<file path="src/hdl/mini_printf_value_formatter_assert.svh">
// Assertion macros for the formatter's top-level checks.
`ifndef MINI_PRINTF_VALUE_FORMATTER_ASSERT_SVH
`define MINI_PRINTF_VALUE_FORMATTER_ASSERT_SVH

// Condition that must hold at every clock edge out of reset.
`define MPF_ALWAYS(label, cond, msg) \
    label: assert property (@(posedge clk) disable iff (!rst_n) (cond)) else $error(msg);

// Same-cycle implication, checked out of reset.
`define MPF_IMPLY(label, ante, cons, msg) \
    label: assert property (@(posedge clk) disable iff (!rst_n) (ante) |-> (cons)) \
        else $error(msg);

`endif

</file>
<file path="src/hdl/mpf_pkg.sv">
// Shared types and constants of the format expander.
package mpf_pkg;

    localparam int CH_W  = 8;
    localparam int VAL_W = 16;
    localparam int ACC_W = 36;
    localparam int DIG_W = 4;
    localparam int CNT_W = 3;
    localparam int KIND_W = 2;
    localparam int QDEPTH = 2;
    localparam int QA_W = $clog2(QDEPTH);
    localparam int QC_W = $clog2(QDEPTH + 1);

    // Command kinds carried from front to back
    localparam logic [KIND_W-1:0] KIND_LIT = 2'd0;
    localparam logic [KIND_W-1:0] KIND_HEX = 2'd1;
    localparam logic [KIND_W-1:0] KIND_DEC = 2'd2;

    // ASCII codes
    localparam logic [CH_W-1:0] CH_PCT   = 8'h25;
    localparam logic [CH_W-1:0] CH_X_LO  = 8'h78;
    localparam logic [CH_W-1:0] CH_X_UP  = 8'h58;
    localparam logic [CH_W-1:0] CH_D_LO  = 8'h64;
    localparam logic [CH_W-1:0] CH_I_LO  = 8'h69;
    localparam logic [CH_W-1:0] CH_C_LO  = 8'h63;
    localparam logic [CH_W-1:0] CH_C_UP  = 8'h43;
    localparam logic [CH_W-1:0] CH_ZERO  = 8'h30;
    localparam logic [CH_W-1:0] CH_A_UP  = 8'h41;

    // ceil(2^32 / 10000): value * this is value/10000 in 3.32 fixed point
    localparam logic [18:0] DEC_RECIP = 19'd429497;

    localparam logic [CNT_W-1:0] LEN_LIT = 3'd1;
    localparam logic [CNT_W-1:0] LEN_HEX = 3'd4;
    localparam logic [CNT_W-1:0] LEN_DEC = 3'd5;

    typedef struct packed {
        logic [KIND_W-1:0] kind;
        logic [ACC_W-1:0]  acc;
    } cmd_t;

    typedef struct packed {
        logic full;
        logic empty;
    } q_stat_t;

endpackage

</file>
<file path="src/hdl/mpf_if.sv">
// Valid/ready channel interfaces for format characters and output characters.
interface mpf_in_if import mpf_pkg::*; ();
    logic             valid;
    logic             ready;
    logic [CH_W-1:0]  fmt_char;
    logic [VAL_W-1:0] print_value;
    logic             string_end;

    modport source (output valid, fmt_char, print_value, string_end, input ready);
    modport sink   (input valid, fmt_char, print_value, string_end, output ready);
endinterface

interface mpf_out_if import mpf_pkg::*; ();
    logic            valid;
    logic            ready;
    logic [CH_W-1:0] out_char;
    logic            run_last;

    modport source (output valid, out_char, run_last, input ready);
    modport sink   (input valid, out_char, run_last, output ready);
endinterface

</file>
<file path="src/hdl/mpf_front.sv">
// Front end: accept format beats, track the pending percent, build commands.
module mpf_front import mpf_pkg::*;
(
    input  logic       clk,
    input  logic       rst_n,
    mpf_in_if.sink     fmt,
    input  q_stat_t    q_stat,
    output logic       push,
    output cmd_t       cmd,
    output logic       pending
);

    logic              pending_reg;
    logic              pending_next;
    logic              accept;
    logic              has_cmd;
    logic [CH_W-1:0]   lit_char;
    logic [34:0]       dec_prod;

    assign fmt.ready = !q_stat.full;
    assign accept    = fmt.valid && fmt.ready;
    assign push      = accept && has_cmd;
    assign pending   = pending_reg;

    assign dec_prod = 35'(fmt.print_value * DEC_RECIP);

    always_comb
    begin
        has_cmd      = 1'b0;
        cmd.kind     = KIND_LIT;
        lit_char     = fmt.fmt_char;
        pending_next = pending_reg;
        if (pending_reg)
        begin
            pending_next = 1'b0;
            case (fmt.fmt_char)
                CH_X_LO, CH_X_UP:
                begin
                    has_cmd  = 1'b1;
                    cmd.kind = KIND_HEX;
                end
                CH_D_LO, CH_I_LO:
                begin
                    has_cmd  = 1'b1;
                    cmd.kind = KIND_DEC;
                end
                CH_C_LO, CH_C_UP:
                begin
                    has_cmd  = 1'b1;
                    lit_char = fmt.print_value[CH_W-1:0];
                end
                default:
                begin
                    has_cmd = 1'b0;
                end
            endcase
        end
        else if (fmt.fmt_char == CH_PCT)
        begin
            pending_next = 1'b1;
        end
        else
        begin
            has_cmd = 1'b1;
        end
        if (fmt.string_end)
        begin
            pending_next = 1'b0;
        end

        case (cmd.kind)
            KIND_HEX: cmd.acc = {fmt.print_value, 20'b0};
            KIND_DEC: cmd.acc = {1'b0, dec_prod};
            default:  cmd.acc = {lit_char, 28'b0};
        endcase
    end

    always_ff @(posedge clk or negedge rst_n)
    begin
        if (!rst_n)
        begin
            pending_reg <= 1'b0;
        end
        else if (accept)
        begin
            pending_reg <= pending_next;
        end
    end

endmodule

</file>
<file path="src/hdl/mpf_fifo.sv">
// Short command queue between the front end and the character generator.
module mpf_fifo import mpf_pkg::*;
(
    input  logic    clk,
    input  logic    rst_n,
    input  logic    push,
    input  cmd_t    wdata,
    input  logic    pop,
    output cmd_t    rdata,
    output q_stat_t stat
);

    cmd_t            mem_reg [QDEPTH];
    logic [QA_W-1:0] wr_ptr_reg;
    logic [QA_W-1:0] rd_ptr_reg;
    logic [QC_W-1:0] count_reg;
    logic [QC_W-1:0] count_next;

    assign rdata      = mem_reg[rd_ptr_reg];
    assign stat.full  = (count_reg == QC_W'(QDEPTH));
    assign stat.empty = (count_reg == '0);

    always_comb
    begin
        count_next = count_reg;
        if (push && !pop)
        begin
            count_next = count_reg + 1'b1;
        end
        else if (pop && !push)
        begin
            count_next = count_reg - 1'b1;
        end
    end

    always_ff @(posedge clk)
    begin
        if (push)
        begin
            mem_reg[wr_ptr_reg] <= wdata;
        end
    end

    always_ff @(posedge clk or negedge rst_n)
    begin
        if (!rst_n)
        begin
            wr_ptr_reg <= '0;
            rd_ptr_reg <= '0;
            count_reg  <= '0;
        end
        else
        begin
            if (push)
            begin
                wr_ptr_reg <= (wr_ptr_reg == QA_W'(QDEPTH - 1)) ? '0 : wr_ptr_reg + 1'b1;
            end
            if (pop)
            begin
                rd_ptr_reg <= (rd_ptr_reg == QA_W'(QDEPTH - 1)) ? '0 : rd_ptr_reg + 1'b1;
            end
            count_reg <= count_next;
        end
    end

endmodule

</file>
<file path="src/hdl/mpf_back.sv">
// Back end: expand one command into characters, one beat per cycle while tx is ready.
module mpf_back import mpf_pkg::*;
(
    input  logic    clk,
    input  logic    rst_n,
    input  q_stat_t q_stat,
    input  cmd_t    q_rdata,
    output logic    pop,
    mpf_out_if.source tx
);

    logic              cur_valid_reg;
    logic [KIND_W-1:0] cur_kind_reg;
    logic [ACC_W-1:0]  cur_acc_reg;
    logic [CNT_W-1:0]  cur_cnt_reg;
    logic              out_valid_reg;
    logic [CH_W-1:0]   out_char_reg;
    logic              out_last_reg;

    logic              slot_free;
    logic              emit;
    logic              done;
    logic [DIG_W-1:0]  digit;
    logic [CH_W-1:0]   char_next;
    logic [ACC_W-1:0]  acc_low;
    logic [ACC_W-1:0]  acc_next;
    logic [CNT_W-1:0]  len_load;

    assign slot_free = !out_valid_reg || tx.ready;
    assign emit      = cur_valid_reg && slot_free;
    assign done      = emit && (cur_cnt_reg == LEN_LIT);
    assign pop       = !q_stat.empty && (!cur_valid_reg || done);

    assign digit   = cur_acc_reg[ACC_W-1 -: DIG_W];
    assign acc_low = {{DIG_W{1'b0}}, cur_acc_reg[ACC_W-DIG_W-1:0]};

    always_comb
    begin
        case (cur_kind_reg)
            KIND_HEX:
            begin
                // nibble to upper-case hex digit
                if (digit < DIG_W'(10))
                    char_next = CH_ZERO + CH_W'(digit);
                else
                    char_next = CH_A_UP + CH_W'(digit) - CH_W'(10);
                acc_next = cur_acc_reg << DIG_W;
            end
            KIND_DEC:
            begin
                // integer part is the digit, fraction times ten gives the next
                char_next = CH_ZERO + CH_W'(digit);
                acc_next  = (acc_low << 3) + (acc_low << 1);
            end
            default:
            begin
                char_next = cur_acc_reg[ACC_W-1 -: CH_W];
                acc_next  = cur_acc_reg;
            end
        endcase

        case (q_rdata.kind)
            KIND_HEX: len_load = LEN_HEX;
            KIND_DEC: len_load = LEN_DEC;
            default:  len_load = LEN_LIT;
        endcase
    end

    always_ff @(posedge clk)
    begin
        if (pop)
        begin
            cur_kind_reg <= q_rdata.kind;
            cur_acc_reg  <= q_rdata.acc;
            cur_cnt_reg  <= len_load;
        end
        else if (emit)
        begin
            cur_acc_reg <= acc_next;
            cur_cnt_reg <= cur_cnt_reg - 1'b1;
        end
        if (emit)
        begin
            out_char_reg <= char_next;
            out_last_reg <= done;
        end
    end

    always_ff @(posedge clk or negedge rst_n)
    begin
        if (!rst_n)
        begin
            cur_valid_reg <= 1'b0;
            out_valid_reg <= 1'b0;
        end
        else
        begin
            if (pop)
                cur_valid_reg <= 1'b1;
            else if (done)
                cur_valid_reg <= 1'b0;

            if (emit)
                out_valid_reg <= 1'b1;
            else if (tx.ready)
                out_valid_reg <= 1'b0;
        end
    end

    assign tx.valid    = out_valid_reg;
    assign tx.out_char = out_char_reg;
    assign tx.run_last = out_last_reg;

endmodule

</file>
<file path="src/hdl/mini_printf_value_formatter.sv">
// Top level of the format-string expander for one 16-bit value.
//
// The block takes format-string characters on fmt, one beat each, and sends
// the expanded text on tx, one character per beat; run_last marks the final
// character caused by an input beat. A plain character passes through, a
// '%' arms the conversion of the next character: x/X gives four upper-case
// hex digits, d/i five decimal digits with leading zeros, c/C the low byte
// of print_value, anything else nothing. string_end drops a pending '%'.
// Rate: the character generator drives one output beat per cycle unless tx
// stalls it, so an input beat holds the back end for each character it causes;
// plain text and a c conversion each cause one; a '%' or unknown conversion
// costs no back-end time and the front end takes a new beat every cycle while
// the two-entry command queue has room. The front end multiplies the value
// by a reciprocal of 10000 once; each decimal digit then comes from a times-ten
// shift-add on the fraction, and each hex digit from a nibble shift.
// From an input beat to its first output beat the path passes the queue
// entry, the character generator load and the output register.
module mini_printf_value_formatter import mpf_pkg::*;
(
    input  logic      clk,
    input  logic      rst_n,
    mpf_in_if.sink    fmt,
    mpf_out_if.source tx
);

`include "mini_printf_value_formatter_assert.svh"

    logic    q_push;
    logic    q_pop;
    cmd_t    q_wdata;
    cmd_t    q_rdata;
    q_stat_t q_stat;
    logic    pending;
    logic    pct_take;

    // Accepted percent that is not the last character of its string
    assign pct_take = fmt.valid && fmt.ready && (fmt.fmt_char == CH_PCT) && !fmt.string_end;

    // Decode beats into commands; hold the pending percent across beats
    mpf_front u_front (
        .clk     (clk),
        .rst_n   (rst_n),
        .fmt     (fmt),
        .q_stat  (q_stat),
        .push    (q_push),
        .cmd     (q_wdata),
        .pending (pending)
    );

    // Decouple decode from character generation
    mpf_fifo u_fifo (
        .clk   (clk),
        .rst_n (rst_n),
        .push  (q_push),
        .wdata (q_wdata),
        .pop   (q_pop),
        .rdata (q_rdata),
        .stat  (q_stat)
    );

    // Expand commands into output beats
    mpf_back u_back (
        .clk     (clk),
        .rst_n   (rst_n),
        .q_stat  (q_stat),
        .q_rdata (q_rdata),
        .pop     (q_pop),
        .tx      (tx)
    );

    `MPF_IMPLY(a_push_room, q_push, !q_stat.full, "command pushed into a full queue")
    `MPF_IMPLY(a_pop_data, q_pop, !q_stat.empty, "command popped from an empty queue")
    `MPF_IMPLY(a_pending_src, $rose(pending), $past(pct_take), "pending set without a percent")
    `MPF_ALWAYS(a_queue_bounds, !(q_stat.full && q_stat.empty), "queue both full and empty")

endmodule

</file>
<file path="src/flat_wrapper.sv">
// flat-port wrapper written by rule: the top's interface ports become plain ports
module mini_printf_value_formatter_flat import mpf_pkg::*;
  (clk, rst_n, fmt_valid, fmt_fmt_char, fmt_print_value, fmt_string_end, fmt_ready, tx_valid, tx_out_char, tx_run_last, tx_ready);
  mpf_in_if fmt_i ();
  mpf_out_if tx_i ();
  input  logic clk;
  input  logic rst_n;
  input wire logic [$bits(fmt_i.valid)-1:0] fmt_valid;
  input wire logic [$bits(fmt_i.fmt_char)-1:0] fmt_fmt_char;
  input wire logic [$bits(fmt_i.print_value)-1:0] fmt_print_value;
  input wire logic [$bits(fmt_i.string_end)-1:0] fmt_string_end;
  output wire logic [$bits(fmt_i.ready)-1:0] fmt_ready;
  output wire logic [$bits(tx_i.valid)-1:0] tx_valid;
  output wire logic [$bits(tx_i.out_char)-1:0] tx_out_char;
  output wire logic [$bits(tx_i.run_last)-1:0] tx_run_last;
  input wire logic [$bits(tx_i.ready)-1:0] tx_ready;
  assign fmt_i.valid = fmt_valid;
  assign fmt_i.fmt_char = fmt_fmt_char;
  assign fmt_i.print_value = fmt_print_value;
  assign fmt_i.string_end = fmt_string_end;
  assign fmt_ready = fmt_i.ready;
  assign tx_valid = tx_i.valid;
  assign tx_out_char = tx_i.out_char;
  assign tx_run_last = tx_i.run_last;
  assign tx_i.ready = tx_ready;
  mini_printf_value_formatter u_core (.clk(clk), .rst_n(rst_n), .fmt(fmt_i), .tx(tx_i));
endmodule
</file>
<file path="config.mk">
export PLATFORM = sky130hd
export DESIGN_NAME = mini_printf_value_formatter_flat
export DESIGN_NICKNAME = d
export VERILOG_FILES = /design/src/hdl/mpf_pkg.sv /design/src/hdl/mpf_if.sv /design/src/hdl/mpf_front.sv /design/src/hdl/mpf_fifo.sv /design/src/hdl/mpf_back.sv /design/src/hdl/mini_printf_value_formatter.sv /design/src/flat_wrapper.sv
export VERILOG_INCLUDE_DIRS = /design/src /design/src/hdl
export SDC_FILE = /design/constraint.sdc
export NUM_CORES = 1
export LEC_CHECK = 0
export BUFFER_PORTS_ARGS = -buffer_cell sky130_fd_sc_hd__buf_4
export CAP_MARGIN = 25
export CORE_MARGIN = 4
export CORE_UTILIZATION = 40
export CTS_CLUSTER_DIAMETER = 150
export DETAILED_ROUTE_END_ITERATION = 12
export PLACE_DENSITY = 0.65
export REMOVE_ABC_BUFFERS = 1
export SLEW_MARGIN = 10
export SYNTH_ARGS = -nofsm -noshare
export SYNTH_HDL_FRONTEND = slang
export SYNTH_SLANG_ARGS = --single-unit
</file>
<file path="constraint.sdc">
create_clock -name clk -period 12.5 [get_ports clk]
set_input_delay 2.5 -clock clk [delete_from_list [all_inputs] [get_ports clk]]
set_output_delay 2.5 -clock clk [all_outputs]
set_load 0.05 [all_outputs]
</file>
==> results.yml, run 1 <==
status:
  status: "finished, final reports clean"
yosys:
  yosys-mux-area-fraction_pct: 3.020
  synthSimpleGateAreaFrac_pct: 9.672
  synthesis.instances: 1355
  synth-xor-area-share_pct: 3.459
  yosysWarnings: 0
  synth_top_family_by_area: "adder cells"
  synth_top_cell_by_area: "edfxtp_1"
  synth.top_cell.area_share_pct: 27.67
  synth_async_sr_flop_share_pct: 5.263
  synth_edf_count: 126
  synthTopCellsByArea: "edfxtp_1, ha_1, fa_1"
  synth_flop_cell: "edfxtp_1"
  synth.cell_area_um2: 13670
  synth_seq_area_share_pct: 28.95
  ys_types: 77
  synth_compound_area_share_pct: 15.13
  synth_seq_cells: 133
  postSynthAreaPerCell_um2: 10.09
  synthAdderAreaFrac_pct: 32.70
layout:
  drive_above_1_share_pct: 7.853
  area_growth_pct: 10.34
  num_antenna_cells: 0
  seq_area_um2: 3960
  fillers: 3113
  largest_reg_flops: 76
  fin_nets: 1696
  multi_input_area_um2: 8771
detailed_routing:
  ant_nets: 0
  drc: 0
  viasPerCell: 5.303
  drt-pass1-iter-count: 5
  first_iter_violations: 649
  wl_um: 31740
  vias: 9737
  wl_per_cell_um: 17.29
timing:
  maxSlewHeadroom_pct: 49.32
  setup_viol: 0
  fmax_mhz: 128.0
  finClkSkew_ns: 0.007385
  rsz0062_at_grt: "no"
  final_max_slew_viol_count: 0
  min_period_over_period_pct: 62.52
  min_period_ns: 7.815
  worstMarginPinSlew_ns: 0.7574
  hold_viol: 0
  fin_setup_tns_ns: 0
clocking:
  ctsHtreeMaxLevel: 4
  cts.reportedPaths.clkPinSlew_ns: 0.06
  ctsResizeCount: 0
  cts_sinks: 133
  ctsHoldBuffers: 0
  cts-root-buf: "clkbuf_16"
  cts_buffers: 17
  postCtsSetupBuffers: 0
  cts_tree: "yes"
  insertion_delay_ns: 0.41
  cts_buffer_depth: 2
die:
  rows: 67
  dieArea_um2: 37200
  ioPinCount: 40
  dieWidth_um: 192.9
  start_util_pct: 40.67
  fp.dieH_um: 192.9
  coreArea_um2: 33620
grt:
  grt_antenna_before_repair: 0
  grt_usage_pct: 17.49
  grt_overflow: 0
  grt_pass1_vias: 9802
  grt_pass1_wl_um: 51880
  grt_max_degree: 51
flow_run:
  cap_violations: 0
critical_path:
  critical_path_class: "in2reg"
  r2r_slack_ns: 9.42
  reg2regPathDepth: 11
  crit_arrival_ns: 8.01
  endpoint_kind: "flip-flop"
  r2r_start: "u_core.u_back.cur_acc_reg[0]"
  crit_path_start_kind: "input pin"
  cp_max_fo: 8
  required_ns: 12.69
  reg2reg_to: "u_core.u_back.cur_acc_reg[27]"
place:
  place_hpwl_um: 25980
  gp_congestion: 1.002
  io_buffers: 39
min_path:
  hold_start: "u_core.u_back.cur_valid_reg"
  hold_path_depth: 1
  hold_path.class: "reg2reg"
  hold_end: "u_core.u_back.tx.valid"
## synth_stat cells, drive strengths merged (12+ instances only)
cell / instances
a211oi: 23
a21o: 31
a21oi: 95
buf: 12
clkbuf: 36
edfxtp: 126
fa: 109
ha: 183
inv: 207
mux2i: 39
nand2: 81
nand3: 29
nand4: 12
nor2: 67
nor2b: 22
nor3: 16
o21ai: 57
xnor2: 33
xor2: 21
## how the worst max path moves through the flow
stage,from,endpoint,slack (ns),cells past startpoint
after floorplan,fmt_print_value[13],u_core.u_fifo.mem_reg[0][33],5.03,19
after global placement,fmt_print_value[5],u_core.u_fifo.mem_reg[0][32],4.41,20
after detailed placement,fmt_print_value[5],u_core.u_fifo.mem_reg[0][32],4.35,20
after CTS,fmt_print_value[5],u_core.u_fifo.mem_reg[0][33],4.77,19
after global routing,fmt_print_value[5],u_core.u_fifo.mem_reg[0][32],4.48,20
final,fmt_print_value[5],u_core.u_fifo.mem_reg[0][33],4.68,19
## area by class of cell
class                           count  area share (%)
Clock buffer                       21           3.052
Clock inverter                     11          0.9952
Inverter                          207           5.150
Multi-Input combinational cell    967           58.14
Sequential cell                   133           26.25
Tap cell                          448           3.715
Timing Repair Buffer               49           2.704
## worst max-delay path: stages
cell and delay (ns):
buf_4 0.18, inv_1 0.12, ha_1 0.34, inv_1 0.12
fa_1 0.58, fa_1 0.44, fa_1 0.49, inv_1 0.05
fa_1 0.50, fa_1 0.54, inv_1 0.04, ha_1 0.35
a21oi_1 0.19, nor2b_1 0.29, a21oi_1 0.19, a31oi_1 0.42
o21ai_0 0.21, mux2i_1 0.15, o21ai_0 0.31
## cell families after synthesis
family | after synthesis
AOI/OAI and AO/OA | 306
muxes | 41
DFF | 133
buffers and inverters | 255
xor gates and xnor gates | 54
adders and majority gates | 292
and+or+nand+nor | 274
## metal layers
metal / GRT usage, % / up-vias / wire length [um]
met5: 0 / - / 0
met4: 5.074 / 0 / 726
met3: 1.682 / 44 / 917
met2: 29.78 / 213 / 15560
met1: 23.74 / 4694 / 14540
li1: - / 4786 / -
## cell usage in the layout (no fill, tap or decap), types with 5 or more instances in the layout
cell,count
xnor2_1,33
edfxtp_1,126
nand3_1,29
fa_1,109
nand2_1,80
a21o_1,31
buf_4,46
inv_1,207
a211oi_1,23
o31ai_1,6
nor2b_1,21
a22oi_1,8
nand4_1,12
o21ai_0,51
nor2_1,66
o21bai_1,11
mux2i_1,39
and3_1,8
a21oi_1,95
o221ai_1,5
and2_1,10
a221oi_1,5
o211ai_1,7
xor2_1,21
ha_1,183
clkbuf_16,17
nor3_1,16
o21a_1,11
nand2b_1,8
dfrtp_1,6
a31oi_1,7
## stage by stage
step                      utilization, %  setup slack (ns)  cell area (um2)  instances  hold WS [ns]
after floorplan                        -             5.031            13480       1307        0.4566
after CTS                          44.84             4.766            15070       1835        0.5014
after global placement             42.88             4.405            14410       1801        0.4836
after detailed placement           43.02             4.349            14460       1803        0.4870
after global routing               44.88             4.481            15090       1836        0.5364
final                              44.88             4.685            15090       1836        0.4969
Power of run 1 is not shown: default switching activity piles up to over one toggle a cycle in this logic, so the estimate is an artifact.
==> run 2: changes to the inputs <==
ABC_AREA = 1   (was not set)
PLACE_DENSITY = 0.67   (was 0.65)
clock period = 6.31 ns   (was 12.5 ns; I/O delays follow)
==> run 2 against run 1 <==
Setup slack got worse by 4.5 ns. Highest routed layer unchanged. Clock-buffer cell count fell by 4. Wire length increased by 19%. Synthesized area increased by 6.4%. Cell area is 7.8% higher. Core utilization grew 0.61 points. Sequential share of layout area decreased by 1.9 points. Die area rose by 6.1%. Via count up 22%. Critical endpoint is now u_core.u_fifo.mem_reg[1][25]. Non-clock buffer count increased by 34.
==> results.yml, run 2 <==
status:
  status: "finished, final reports clean"
detailed_routing:
  vias: 11890
  wl_um: 37900
  drt-pass1-iter-count: 5
  viasPerCell: 4.895
  ant_nets: 0
  wl_per_cell_um: 15.60
  drc: 0
  first_iter_violations: 624
timing:
  setup_viol: 0
  fmax_mhz: 162.9
  min_period_ns: 6.139
  min_period_over_period_pct: 97.29
  hold_viol: 0
  maxSlewHeadroom_pct: 42.54
  finClkSkew_ns: 0.01146
  worstMarginPinSlew_ns: 0.8609
  final_max_slew_viol_count: 0
  rsz0062_at_grt: "no"
layout:
  multi_input_area_um2: 9020
  fin_area_um2: 16260
  largest_reg_flops: 76
  seq_area_um2: 3959
  fin_nets: 2277
  layout_commonest_cell: "nand2_1"
  num_antenna_cells: 0
  layout_common_cells: "nand2_1, inv_1, ha_1"
  drive_above_1_share_pct: 6.653
  area_growth_pct: 11.78
  fillers: 3553
die:
  coreArea_um2: 35740
  dieWidth_um: 198.7
  ioPinCount: 40
  start_util_pct: 40.70
  rows: 69
  dieArea_um2: 39480
  fp.dieH_um: 198.7
grt:
  grt_pass1_wl_um: 62000
  grt_pass1_vias: 12350
  use_met1_pct: 25.92
  grt_antenna_before_repair: 0
  use_met2_pct: 34.48
  grt-busiest-layer: "met2"
  grt_usage_pct: 19.77
  grt_max_degree: 56
  use_met3_pct: 2.185
  grt_overflow: 0
place:
  gp_congestion: 0.9893
  io_buffers: 39
  place_hpwl_um: 31630
  placed_cell_area_um2: 15660
yosys:
  synth_seq_cells: 133
  synth_async_sr_flop_share_pct: 5.263
  ys_types: 39
  postSynthAreaPerCell_um2: 7.737
  synth.cell_area_um2: 14550
  synth_edf_count: 126
  synth_commonest_cells: "nand2_1, inv_1, ha_1"
  synthesis.instances: 1880
  synth.most_common_cell: "nand2_1"
  synth_flop_cell: "edfxtp_1"
  yosysWarnings: 0
  synth_top_cell_by_area: "edfxtp_1"
  synth_seq_area_share_pct: 27.22
  synthTopCellsByArea: "edfxtp_1, ha_1, fa_1"
  synth.top_cell.area_share_pct: 26.01
clocking:
  cts_buffers: 17
  ctsHtreeMaxLevel: 4
  cts.reportedPaths.clkPinSlew_ns: 0.06
  cts-root-buf: "clkbuf_16"
  insertion_delay_ns: 0.42
  ctsHoldBuffers: 0
  cts_tree: "yes"
  postCtsSetupBuffers: 0
  cts_buffer_depth: 2
  cts_sinks: 133
min_path:
  hold_path.class: "reg2reg"
critical_path:
  crit_arrival_ns: 6.29
  crit_path_start_kind: "input pin"
  endpoint_kind: "flip-flop"
  critical_path_class: "in2reg"
  cp_max_fo: 6
  required_ns: 6.46
flow_run:
  cap_violations: 0
[run 2: cell types whose count changed after synthesis, moves of 23 or more]
cell and change:
a211oi_1 -23, a21o_1 -31, inv_1 +184, mux2i_1 -35, nand2_1 +474, nand3_1 +54
nor2_1 +80, xnor2_1 -27
[run 2: critical path: stages]
cell	delay, ns
buf_4	0.15
inv_1	0.21
ha_1	0.31
fa_1	0.54
inv_1	0.05
fa_1	0.46
fa_1	0.53
fa_1	0.57
inv_1	0.07
fa_1	0.53
inv_1	0.04
ha_1	0.36
nand2_1	0.16
o21ai_1	0.32
inv_1	0.08
nand3_1	0.22
nand2_1	0.09
nand2_1	0.10
nand2_1	0.05
nand2_1	0.07
o21ai_2	0.10
[run 2: final timing paths]
check | cells past startpoint | slack [ns] | end | startpoint
setup / recovery | 21 | 0.17 | u_core.u_fifo.mem_reg[1][25] | fmt_print_value[8]
hold / removal | 1 | 0.47 | u_core.u_fifo.count_reg[0] | u_core.u_fifo.count_reg[0]
setup reg to reg | 9 | 3.06 | u_core.u_fifo.mem_reg[0][17] | u_core.u_front.pending
hold reg to reg | 1 | 0.47 | u_core.u_fifo.count_reg[0] | u_core.u_fifo.count_reg[0]
max in group asynchronous | 1 | 5.55 | u_core.u_back.tx.valid | rst_n
min in group asynchronous | 1 | 0.64 | u_core.u_fifo.count_reg[0] | rst_n
[run 2: repair_timing]
action	4_1_cts	5_1_grt
gates resized for setup	1	5
cloned	0	0
endpoints found under the setup margin	2	9
[run 2: kinds of logic after synthesis]
kind of cell | after synthesis | synth area share (%)
AOI/OAI and AO/OA | 197 | 7.432
DFF | 133 | 27.22
xor gates and xnor gates | 14 | 0.8430
adders and majority gates | 292 | 30.74
and+or+nand+nor | 821 | 22.51
buffers and inverters | 419 | 10.98
muxes | 4 | 0.2753
[run 2: final cells by class]
type	count	share of cell area (%)
Sequential cell	133	24.35
Clock inverter	15	1.031
Tap cell	461	3.548
Inverter	393	9.073
Clock buffer	17	2.616
Multi-Input combinational cell	1328	55.48
Timing Repair Buffer	83	3.909
[run 2: metrics by stage]
step	setup slack (ns)	util, %	hold slack (ns)	instances	TNS [ns]
2_1_floorplan	0.5203	-	0.4458	1854	0
3_3_place_gp	-0.4866	43.74	0.4607	2397	-5.809
3_5_place_dp	-0.5085	43.80	0.4707	2398	-4.800
4_1_cts	0.08376	45.46	0.4827	2430	0
5_1_grt	0.0005174	45.49	0.5036	2430	0
6_report	0.1707	45.49	0.4737	2430	0
[run 2: layer usage]
metal,up-vias,wire [um]
met1,5531,17130
met4,0,1153
met3,69,1117
met5,-,0
met2,226,18500
li1,6068,-
Power of run 2 is left out for the same reason.
